==> src/hdl/rme_pkg.sv <==
`default_nettype none
package rme_pkg;

    localparam int CordicStages = 16;
    localparam int CordicW = 28;
    localparam int AngW = 27;
    localparam int SqrtSteps = 15;

    localparam logic signed [AngW-1:0] HalfPiFine = 27'sd26353589;
    localparam logic signed [15:0] OutPi = 16'sd25736;
    localparam logic signed [15:0] OutHalfPi = 16'sd12868;
    localparam logic [14:0] ThreshReset = 15'd16351;

    typedef enum logic [1:0]
    {
        POLE_NONE  = 2'd0,
        POLE_NORTH = 2'd1,
        POLE_SOUTH = 2'd2
    } pole_t;

    typedef struct packed
    {
        logic signed [CordicW-1:0] x;
        logic signed [CordicW-1:0] y;
        logic signed [AngW-1:0] z;
        logic zero;
    } cordic_t;

    typedef struct packed
    {
        logic [29:0] rem;
        logic [14:0] root;
        logic signed [15:0] s;
    } sqrt_t;

    function automatic logic signed [AngW-1:0] atan_entry(input int i);
        logic signed [AngW-1:0] r;
        begin
            case (i)
                0: r = 27'sd13176795;
                1: r = 27'sd7778716;
                2: r = 27'sd4110060;
                3: r = 27'sd2086331;
                4: r = 27'sd1047214;
                5: r = 27'sd524117;
                6: r = 27'sd262123;
                7: r = 27'sd131069;
                default: r = (i < 25) ? AngW'(27'sd65536 >>> (i - 8)) : '0;
            endcase
            return r;
        end
    endfunction

    function automatic cordic_t cordic_init(input logic signed [16:0] a,
                                            input logic signed [16:0] b);
        cordic_t c;
        logic signed [CordicW-1:0] y;
        logic signed [CordicW-1:0] x;
        begin
            y = CordicW'(a) <<< 8;
            x = CordicW'(b) <<< 8;
            c.zero = (a == 0) && (b == 0);
            c.z = '0;
            c.x = x;
            c.y = y;
            if (x < 0)
            begin
                if (y >= 0)
                begin
                    c.x = y;
                    c.y = -x;
                    c.z = HalfPiFine;
                end
                else
                begin
                    c.x = -y;
                    c.y = x;
                    c.z = -HalfPiFine;
                end
            end
            return c;
        end
    endfunction

    function automatic logic signed [15:0] to_out(input cordic_t c);
        logic signed [AngW-1:0] r;
        logic signed [15:0] o;
        begin
            r = (c.z + AngW'(1024)) >>> 11;
            if (r > AngW'(OutPi))
                o = OutPi;
            else if (r < -AngW'(OutPi))
                o = -OutPi;
            else
                o = r[15:0];
            if (c.zero)
                o = '0;
            return o;
        end
    endfunction

endpackage
`default_nettype wire

==> src/hdl/rme_sqrt_cell.sv <==
`default_nettype none
module rme_sqrt_cell
    import rme_pkg::*;
(
    input  wire logic clk,
    input  wire logic en,
    input  wire logic [3:0] step,
    input  wire sqrt_t d,
    output sqrt_t q
);

    sqrt_t q_reg;
    sqrt_t q_next;
    logic [29:0] trial;
    logic [4:0] sh;

    always_comb
    begin
        sh = 5'(step) << 1;
        trial = ({15'd0, d.root} << 2 | 30'd1) << sh;
        q_next = d;
        q_next.root = d.root << 1;
        if (d.rem >= trial)
        begin
            q_next.rem = d.rem - trial;
            q_next.root = (d.root << 1) | 15'd1;
        end
    end

    always_ff @(posedge clk)
    begin
        if (en)
            q_reg <= q_next;
    end

    assign q = q_reg;

endmodule
`default_nettype wire

==> config.mk <==
export PLATFORM = sky130hd
export DESIGN_NAME = rme_sqrt_cell
export DESIGN_NICKNAME = d
export VERILOG_FILES = /design/src/hdl/rme_pkg.sv /design/src/hdl/rme_sqrt_cell.sv
export SDC_FILE = /design/constraint.sdc
export NUM_CORES = 1
export LEC_CHECK = 0
export BUFFER_PORTS_ARGS = -buffer_cell sky130_fd_sc_hd__buf_4
export CAP_MARGIN = 10
export CORE_MARGIN = 2
export CORE_UTILIZATION = 58
export DETAILED_ROUTE_END_ITERATION = 8
export HOLD_SLACK_MARGIN = 0.1
export PLACE_DENSITY = 0.87
export SLEW_MARGIN = 10
export SYNTH_ARGS = -nofsm -noshare
export SYNTH_HDL_FRONTEND = slang
export SYNTH_SLANG_ARGS = --single-unit
export TNS_END_PERCENT = 20
==> constraint.sdc <==
create_clock -name clk -period 6.48 [get_ports clk]
set_input_delay 0 -clock clk [delete_from_list [all_inputs] [get_ports clk]]
set_output_delay 0 -clock clk [all_outputs]
set_load 0.01 [all_outputs]
==> impl_metrics.env <==
export IMPL_worstPathRequired_ns=6.57
export IMPL_cts_root_buf="clkbuf_8"
export IMPL_antenna_found_initial=0
export IMPL_min_path_cells=3
export IMPL_cap_viol_max_count=0
export IMPL_tns_ns=0
export IMPL_path_delay_family="compound AO/OA/AOI/OAI gates"
export IMPL_pin_count=128
export IMPL_fp_dieW_um=94.7
export IMPL_final_cell_mix="buf_4, edfxtp_1, dlygate4sd3_1"
export IMPL_yosys_top_cells_area="edfxtp_1, ha_1, mux2_1"
export IMPL_drt_initial_drc_count=490
export IMPL_postSynthRegisterBits=61
export IMPL_n_antenna_cell=0
export IMPL_met2_length_um=6980
export IMPL_status="finished clean"
export IMPL_crit_buf_inv=3
export IMPL_nets=762
export IMPL_num_vias=4668
export IMPL_worstPathCellList="dlygate4sd3_1 > buf_4 > mux2i_1 > o21ai_0 > mux2i_1 > or2_2 > ha_1 > a21oi_1 > o21ai_0 > nor3_1 > o21ai_1 > a221oi_4 > nor3_2 > o32ai_4 > buf_4 > mux2_1"
export IMPL_grt_pass1_vias=4490
export IMPL_grt_max_degree=62
export IMPL_gp_congestion=0.964
export IMPL_critical_path_peak_fanout=23
export IMPL_cts_resized=0
export IMPL_clock_sinks=61
export IMPL_avgViaCountPerCell=6.05
export IMPL_placed_cells=697
export IMPL_routed_wl_um=14500
export IMPL_min_to="q[31]$_DFFE_PP_"
export IMPL_slowest_delay_ns=0.53
export IMPL_synth_fp_nets=589
export IMPL_syn_to_final_growth_pct=36.0
export IMPL_worstHoldStart="d[31]"
export IMPL_met3_length_um=1320
export IMPL_power_density_mw_per_mm2=209
export IMPL_finalNonFillerCells=771
export IMPL_yosys_area_top_type_share_pct=38.4
export IMPL_synth_cell_types=55
export IMPL_period_minus_slack_ns=4.56
export IMPL_slowest_stage="dlygate4sd3_1"
export IMPL_arrival_ns=4.65
export IMPL_async_flop_share_pct=0
export IMPL_synth_edff_count=61
export IMPL_drv_slew=0
export IMPL_drcViolationCount=0
export IMPL_clkTransAtPathRegs_ns=0.07
export IMPL_io_buffers=127
export IMPL_wl_met1_um=5850
export IMPL_num_rows=33
export IMPL_ant_nets=0
export IMPL_die_area_mm2=0.00898
export IMPL_core_area_mm2=0.00809
export IMPL_grt_pass1_wl_um=22200
export IMPL_start_util_pct=59.0
export IMPL_worst_slew_pin_slew_ns=0.774
export IMPL_maxSlewHeadroom_pct=48.4
export IMPL_grt_usage_pct=32.1
export IMPL_end_kind="flop"
export IMPL_ir_drop_v=0.000101
export IMPL_routed_top_layer="met4"
export IMPL_utilization_pct=80.3
export IMPL_syn_area_mm2=0.00478
export IMPL_ys_flop_type="edfxtp_1"
export IMPL_power_uw=1360
export IMPL_cts_buffers=9
export IMPL_final_common_cell="buf_4"
export IMPL_clock_path_buffers=2
export IMPL_hold_path_class="in2reg"
export IMPL_die_h_um=94.7
export IMPL_path_depth=16
export IMPL_p_leak_uw=0.00269
export IMPL_htreeDepth=3
export IMPL_largest_reg_flops=61
export IMPL_fin_crit_sh_pct=70.4
export IMPL_final_setup_viol_count=0
export IMPL_drive_gt1_share_pct=24.9
export IMPL_yosys_warnings=0
export IMPL_wire_per_inst_um=18.8
export IMPL_max_freq_mhz=219
export IMPL_cts_tree="built"
export IMPL_hold_slack_ns=0.186
export IMPL_first_pass_iters=6
export IMPL_dp_hpwl_um=9880
export IMPL_hold_viol_final=0
export IMPL_yosysTopAreaCell="edfxtp_1"
export IMPL_startpoint_type="primary input"
export IMPL_synth_cells=489
export IMPL_grt_overflow=0
export IMPL_worstSetupPathType="in2reg"
export IMPL_rsz0062_at_grt="false"
export IMPL_postSynthAreaPerCell_um2=9.77
export IMPL_seq_area_frac_synth_pct=38.4
how the worst max path moves through the flow:
| stage | slack, ns | start | to |
|---|---|---|---|
| final | 1.92 | d[27] | q[35]$_DFFE_PP_ |
| after global routing | 1.71 | d[25] | q[34]$_DFFE_PP_ |
| after CTS | 2.04 | d[27] | q[33]$_DFFE_PP_ |
| after detailed placement | 2.02 | step[1] | q[51]$_DFFE_PP_ |
| after global placement | 2.07 | step[1] | q[46]$_DFFE_PP_ |
| after floorplan | 2.77 | step[0] | q[56]$_DFFE_PP_ |
report_power, final:
part	leakage, µW	switching [µW]	internal (µW)
Clock	0.0000736	157	132
Combinational	0.00202	289	262
Sequential	0.000597	16.0	501
Total	0.00269	462	895
stage by stage:
step                area, µm²  setup WS (ns)
floorplan                4780           2.77
global placement         5750           2.07
detailed placement       5750           2.02
CTS                      6490           2.04
global route             6490           1.71
finish                   6490           1.92
routing by layer:
metal | vias up | GRT usage [%]
li1 | 2177 | -
met1 | 2153 | 39.6
met2 | 298 | 55.6
met3 | 40 | 6.70
met4 | 0 | 11.1
met5 | - | 0
cells in the mapped netlist, types with 2 or more instances:
cell type,n
edfxtp_1,61
nand2_1,46
a21oi_1,41
nor2_1,36
ha_1,33
o21ai_0,33
mux2_1,22
clkbuf_1,18
xnor2_1,16
mux2_2,15
mux2i_1,15
inv_1,14
a21o_1,13
nand3_1,12
nor2b_1,8
and3_1,7
nand2b_1,7
nand4_1,7
nor3_1,7
xor2_1,7
a22oi_1,6
a31oi_1,6
o211ai_1,6
o22a_1,5
a21boi_0,4
buf_6,3
o21bai_1,3
o31ai_1,3
or2_2,3
a22o_1,2
a311oi_1,2
buf_1,2
buf_2,2
o221ai_1,2
or3b_2,2
area by class of cell:
cell class,instances,area [µm²]
Multi-Input combinational cell,389,2770
Sequential cell,61,1830
Fill cell,493,1600
Timing Repair Buffer,187,1550
Tap cell,105,131
Clock buffer,9,124
Inverter,14,52.6
Clock inverter,6,31.3
logic make-up (layout without fill, tap and decap cells):
kind of cell,count (synthesis),count (layout),synth area share (%)
adder cells (fa/ha/maj),33,33,8.65
flip-flops,61,61,38.4
AND/OR/NAND/NOR,144,144,14.6
buffers and inverters,39,216,3.59
AO/OA/AOI/OAI,137,137,18.8
multiplexers,52,52,11.9
XOR/XNOR,23,23,4.22
timing repair:
action                                 4_1_cts  5_1_grt
hold buffers                                59        0
setup buffers                                0        0
endpoints found under the hold margin       59        0
No activity file was read; power rests on OpenSTA's default activity.
