==> src/hdl/rme_pkg.sv <==
`default_nettype none
package rme_pkg;

    localparam int CordicStages = 16;
    localparam int CordicW = 28;
    localparam int AngW = 27;
    localparam int SqrtSteps = 15;

    localparam logic signed [AngW-1:0] HalfPiFine = 27'sd26353589;
    localparam logic signed [15:0] OutPi = 16'sd25736;
    localparam logic signed [15:0] OutHalfPi = 16'sd12868;
    localparam logic [14:0] ThreshReset = 15'd16351;

    typedef enum logic [1:0]
    {
        POLE_NONE  = 2'd0,
        POLE_NORTH = 2'd1,
        POLE_SOUTH = 2'd2
    } pole_t;

    typedef struct packed
    {
        logic signed [CordicW-1:0] x;
        logic signed [CordicW-1:0] y;
        logic signed [AngW-1:0] z;
        logic zero;
    } cordic_t;

    typedef struct packed
    {
        logic [29:0] rem;
        logic [14:0] root;
        logic signed [15:0] s;
    } sqrt_t;

    function automatic logic signed [AngW-1:0] atan_entry(input int i);
        logic signed [AngW-1:0] r;
        begin
            case (i)
                0: r = 27'sd13176795;
                1: r = 27'sd7778716;
                2: r = 27'sd4110060;
                3: r = 27'sd2086331;
                4: r = 27'sd1047214;
                5: r = 27'sd524117;
                6: r = 27'sd262123;
                7: r = 27'sd131069;
                default: r = (i < 25) ? AngW'(27'sd65536 >>> (i - 8)) : '0;
            endcase
            return r;
        end
    endfunction

    function automatic cordic_t cordic_init(input logic signed [16:0] a,
                                            input logic signed [16:0] b);
        cordic_t c;
        logic signed [CordicW-1:0] y;
        logic signed [CordicW-1:0] x;
        begin
            y = CordicW'(a) <<< 8;
            x = CordicW'(b) <<< 8;
            c.zero = (a == 0) && (b == 0);
            c.z = '0;
            c.x = x;
            c.y = y;
            if (x < 0)
            begin
                if (y >= 0)
                begin
                    c.x = y;
                    c.y = -x;
                    c.z = HalfPiFine;
                end
                else
                begin
                    c.x = -y;
                    c.y = x;
                    c.z = -HalfPiFine;
                end
            end
            return c;
        end
    endfunction

    function automatic logic signed [15:0] to_out(input cordic_t c);
        logic signed [AngW-1:0] r;
        logic signed [15:0] o;
        begin
            r = (c.z + AngW'(1024)) >>> 11;
            if (r > AngW'(OutPi))
                o = OutPi;
            else if (r < -AngW'(OutPi))
                o = -OutPi;
            else
                o = r[15:0];
            if (c.zero)
                o = '0;
            return o;
        end
    endfunction

endpackage
`default_nettype wire

==> src/hdl/rme_cordic_cell.sv <==
`default_nettype none
module rme_cordic_cell
    import rme_pkg::*;
(
    input  wire logic clk,
    input  wire logic en,
    input  wire logic [4:0] stage,
    input  wire cordic_t d,
    output cordic_t q
);

    cordic_t q_reg;
    cordic_t q_next;
    logic signed [CordicW-1:0] dx;
    logic signed [CordicW-1:0] dy;
    logic signed [AngW-1:0] t;

    always_comb
    begin
        dx = d.y >>> stage;
        dy = d.x >>> stage;
        t = atan_entry(int'(stage));
        q_next = d;
        if (d.y >= 0)
        begin
            q_next.x = d.x + dx;
            q_next.y = d.y - dy;
            q_next.z = d.z + t;
        end
        else
        begin
            q_next.x = d.x - dx;
            q_next.y = d.y + dy;
            q_next.z = d.z - t;
        end
    end

    always_ff @(posedge clk)
    begin
        if (en)
            q_reg <= q_next;
    end

    assign q = q_reg;

endmodule
`default_nettype wire

==> config.mk <==
export PLATFORM = sky130hd
export DESIGN_NAME = rme_cordic_cell
export DESIGN_NICKNAME = d
export VERILOG_FILES = /design/src/hdl/rme_pkg.sv /design/src/hdl/rme_cordic_cell.sv
export SDC_FILE = /design/constraint.sdc
export NUM_CORES = 1
export LEC_CHECK = 0
export ABC_AREA = 0
export BUFFER_PORTS_ARGS = -buffer_cell sky130_fd_sc_hd__buf_2
export CELL_PAD_IN_SITES_DETAIL_PLACEMENT = 0
export CELL_PAD_IN_SITES_GLOBAL_PLACEMENT = 1
export CORE_MARGIN = 4
export CORE_UTILIZATION = 46
export CTS_BUF_LIST = sky130_fd_sc_hd__clkbuf_4
export DETAILED_ROUTE_END_ITERATION = 10
export GPL_ROUTABILITY_DRIVEN = 0
export PLACE_DENSITY_LB_ADDON = 0.1
export SKIP_LAST_GASP = 1
export SLEW_MARGIN = 30
export SYNTH_ARGS = -nofsm -noshare
export SYNTH_HDL_FRONTEND = slang
export SYNTH_SLANG_ARGS = --single-unit
==> constraint.sdc <==
create_clock -name clk -period 7.1 [get_ports clk]
set_clock_uncertainty 0.05 [all_clocks]
set_input_delay 0 -clock clk [delete_from_list [all_inputs] [get_ports clk]]
set_output_delay 0 -clock clk [all_outputs]
set_load 0.02 [all_outputs]
==> summary.txt <==
Setup path
  – Critical path class: input pin to flop
  – WP data arrival: between 5 and 6 ns
  – Max Fanout on Critical Path: 35
  – Critical Path Start: stage[3]
  – Worst Setup Start Kind: input pin
  – Worst Setup End Kind: flop
  – CP Data Required Time: ~7.3 ns

Floorplan
  – Rows: 59
  – Core Area: 0.0260 mm^2
  – Top Ports: between 150 and 200
  – Die ar.: just under 0.03 mm^2
  – Die X: approximately 170 um
  – Initial Utilization: 46.7%
  – Die Height: roughly 170 um

Placed design
  – HPWL Detailed: 29700 um
  – IO Port Bufs: between 150 and 200

Clocking
  – Clock slew at reported path FFs: 0.14 ns
  – CTS tree: yes
  – Clock root cell: clkbuf_4
  – Num Clock Sinks: 84
  – CTS Buf Count: 9
  – Max Root-Sink Buffers: 2
  – H-tree level count: 3
  – PostCTS Resize Cnt: 0

Synth
  – Post-synthesis async set-or-reset flop share: 0%
  – Synth cell types: between 90 and 100
  – Yosys Warn Count: 0
  – Number of synthesized flops with an enable pin: between 80 and 90
  – Post-synth net total: 1557
  – Synthesized area per cell: between 8 and 9 um^2
  – Seq/Total Area, Yosys: about a fifth
  – Post-Synthesis Cells: between 1000 and 1500
  – Mapped Area: around 0.012 mm^2
  – Main synth FF type: edfxtp_1
  – Register bit total from synthesis: 84

Timing
  – Slew @ Worst Pin: roughly 0.8 ns
  – F_max: approximately 170 MHz
  – Pins over their slew limit: 0
  – Total negative slack: 0 ns
  – Worst relative slew slack: 45.3%
  – Final hold vios: 0
  – Period utilization: between 80% and 90%
  – RSZ-0062 raised after global routing: no
  – Final min period: between 5 and 6 ns
  – Final Setup Violations: 0

Pwr
  – Max VDD drop: roughly 0.10 mV
  – Combinational group share of total power: between 60% and 70%
  – Sequential share of power: between 20% and 30%
  – Sw Ratio: 44.2%
  – Clock Power Share: 10.4%
  – Switch Pwr: about 1.1 mW
  – Pleak: around 5.7 nW
  – Tot Pwr: roughly 2.6 mW
  – Cell Pwr Density: between 150 and 200 mW/mm^2
  – Int Power: 1.43 mW

Route
  – Final ANT Viol Nets: 0
  – Wirelength per Cell: about 20 um
  – First drt pass iteration count: 5
  – Starting DRT DRC Count: 1104
  – Final wirelength: 38400 um
  – Vias/cell: slightly above 6
  – Remaining DRCs: 0
  – Vias: roughly 12000

Layout
  – Layout area overhead: 12.8%
  – Share of cells above drive strength 1: a little over a fifth
  – Nets@finish: between 1500 and 2000
  – Max reg flops: 84

Worst hold path
  – Hold path startpoint: d[12]
  – Hold crit path type: input pin to flop

Job
  – Max-cap violations: 0

Outcome
  – Status: finished, final reports clean

Global route
  – GR Util All Layers: 25.6%
  – Largest net degree at the start of global routing: between 50 and 60
  – GRT overflow: 0
  – First-pass GRT wire length: between 50000 and 60000 um
  – Vias in the first global route: approximately 11000
  – Initial antenna violation count: 3
## routing by layer
layer	vias up	wire length (um)	global-route usage, %
met4	2	762	5.90
met5	-	12	0
li1	5559	-	-
met3	62	3390	4.51
met1	5509	16900	36.4
met2	529	17300	40.9
## stage by stage
step	utilization (%)	instance area, um^2	std cells	worst slack (ns)	hold slack, ns
4_1_cts	52.7	13700	1885	1.38	0.00433
2_1_floorplan	-	12100	1376	1.64	0.0489
3_3_place_gp	51.1	13300	1840	1.02	0.132
6_report	52.7	13700	1887	1.32	0.0237
3_5_place_dp	51.1	13300	1840	0.850	0.138
5_1_grt	52.7	13700	1887	0.926	0.0124
## placed cells by master (no fill, tap or decap), types with 35 or more instances in the layout
cell type | synthesis | routed
edfxtp_1 | 84 | 84
xnor2_1 | 90 | 90
a21oi_1 | 106 | 106
mux2i_1 | 44 | 44
buf_2 | 18 | 171
nand2_1 | 118 | 118
nor2_1 | 125 | 125
inv_1 | 44 | 44
mux4_2 | 51 | 51
o21ai_0 | 95 | 95
ha_1 | 87 | 87
xor2_1 | 39 | 39
buf_4 | 0 | 35
## Yosys cell counts (9+ instances only)
library cell	n	area (um^2)
edfxtp_1	84	2520
o211ai_1	13	97.6
nor2_1	125	469
o31ai_1	19	143
a21o_1	27	203
clkbuf_1	46	173
a21oi_1	106	531
a31oi_1	15	93.8
nor3_1	26	130
ha_1	87	1090
a211oi_1	12	90.1
mux2_2	28	315
inv_1	44	165
nand2b_1	20	125
o22ai_1	10	62.6
buf_2	18	90.1
a221oi_1	9	78.8
mux4_2	51	1150
xnor2_1	90	788
nand3_1	33	165
mux2i_1	44	440
and3_1	11	68.8
o21a_1	13	97.6
xor2_1	39	342
nand2_1	118	443
o21ai_0	95	475
o21bai_1	11	82.6
nor2b_1	13	81.3
## repair_timing
item                                   4_1_cts  5_1_grt
setup buffers                                0        0
endpoints found under the hold margin       64        0
hold buffers                                30        0
## critical path, stage by stage
cell and delay [ns]:
buf_2 0.58, inv_1 0.13, buf_4 0.25, ha_1 0.34, nand2b_1 0.14, a21oi_1 0.07, nand2_1 0.15, o31ai_1 0.08
a21oi_1 0.41, or3b_2 0.56, o31ai_1 0.31, xnor2_1 0.11, ha_1 0.38, nand2_1 0.09, a21boi_0 0.18, a2bb2oi_1 0.43
a21oi_1 0.23, a31o_2 0.31, a21o_1 0.19, o2111ai_1 0.20, a21oi_1 0.11, xnor2_1 0.13, dlygate4sd3_1 0.54
## power groups by stage
stage	Sequential [mW]	Clock [mW]	Combinational (mW)
final	0.747	0.267	1.54
after global routing	0.760	0.302	1.69
after CTS	0.749	0.280	1.54
after detailed placement	0.760	0	1.51
after global placement	0.757	0	1.51
after floorplan	0.932	0	0.944
## final timing paths
check / cells after the start / to / slack [ns]
worst max-delay path: 23 / q[27]$_DFFE_PP_ / 1.32
worst min-delay path: 4 / q[13]$_DFFE_PP_ / 0.02
## cell type report
type / instances / area [um^2]
antenna: 2 / 5.00
clock buffer: 11 / 82.6
clock inverter: 4 / 27.5
fill: 2578 / 12300
inverter: 44 / 165
multi-input combinational: 1171 / 9050
sequential: 84 / 2520
tap: 335 / 419
timing repair buffer: 236 / 1420
## logic make-up after synthesis
logic type | share of synthesized area [%]
AND/OR/NAND/NOR | 17.1
multiplexers | 16.7
adder cells (fa/ha/maj) | 9.46
flip-flops | 20.8
buffers and inverters | 4.63
AO/OA/AOI/OAI | 22.0
XOR/XNOR | 9.31
Note: power is estimated with default switching activity, not from simulation.
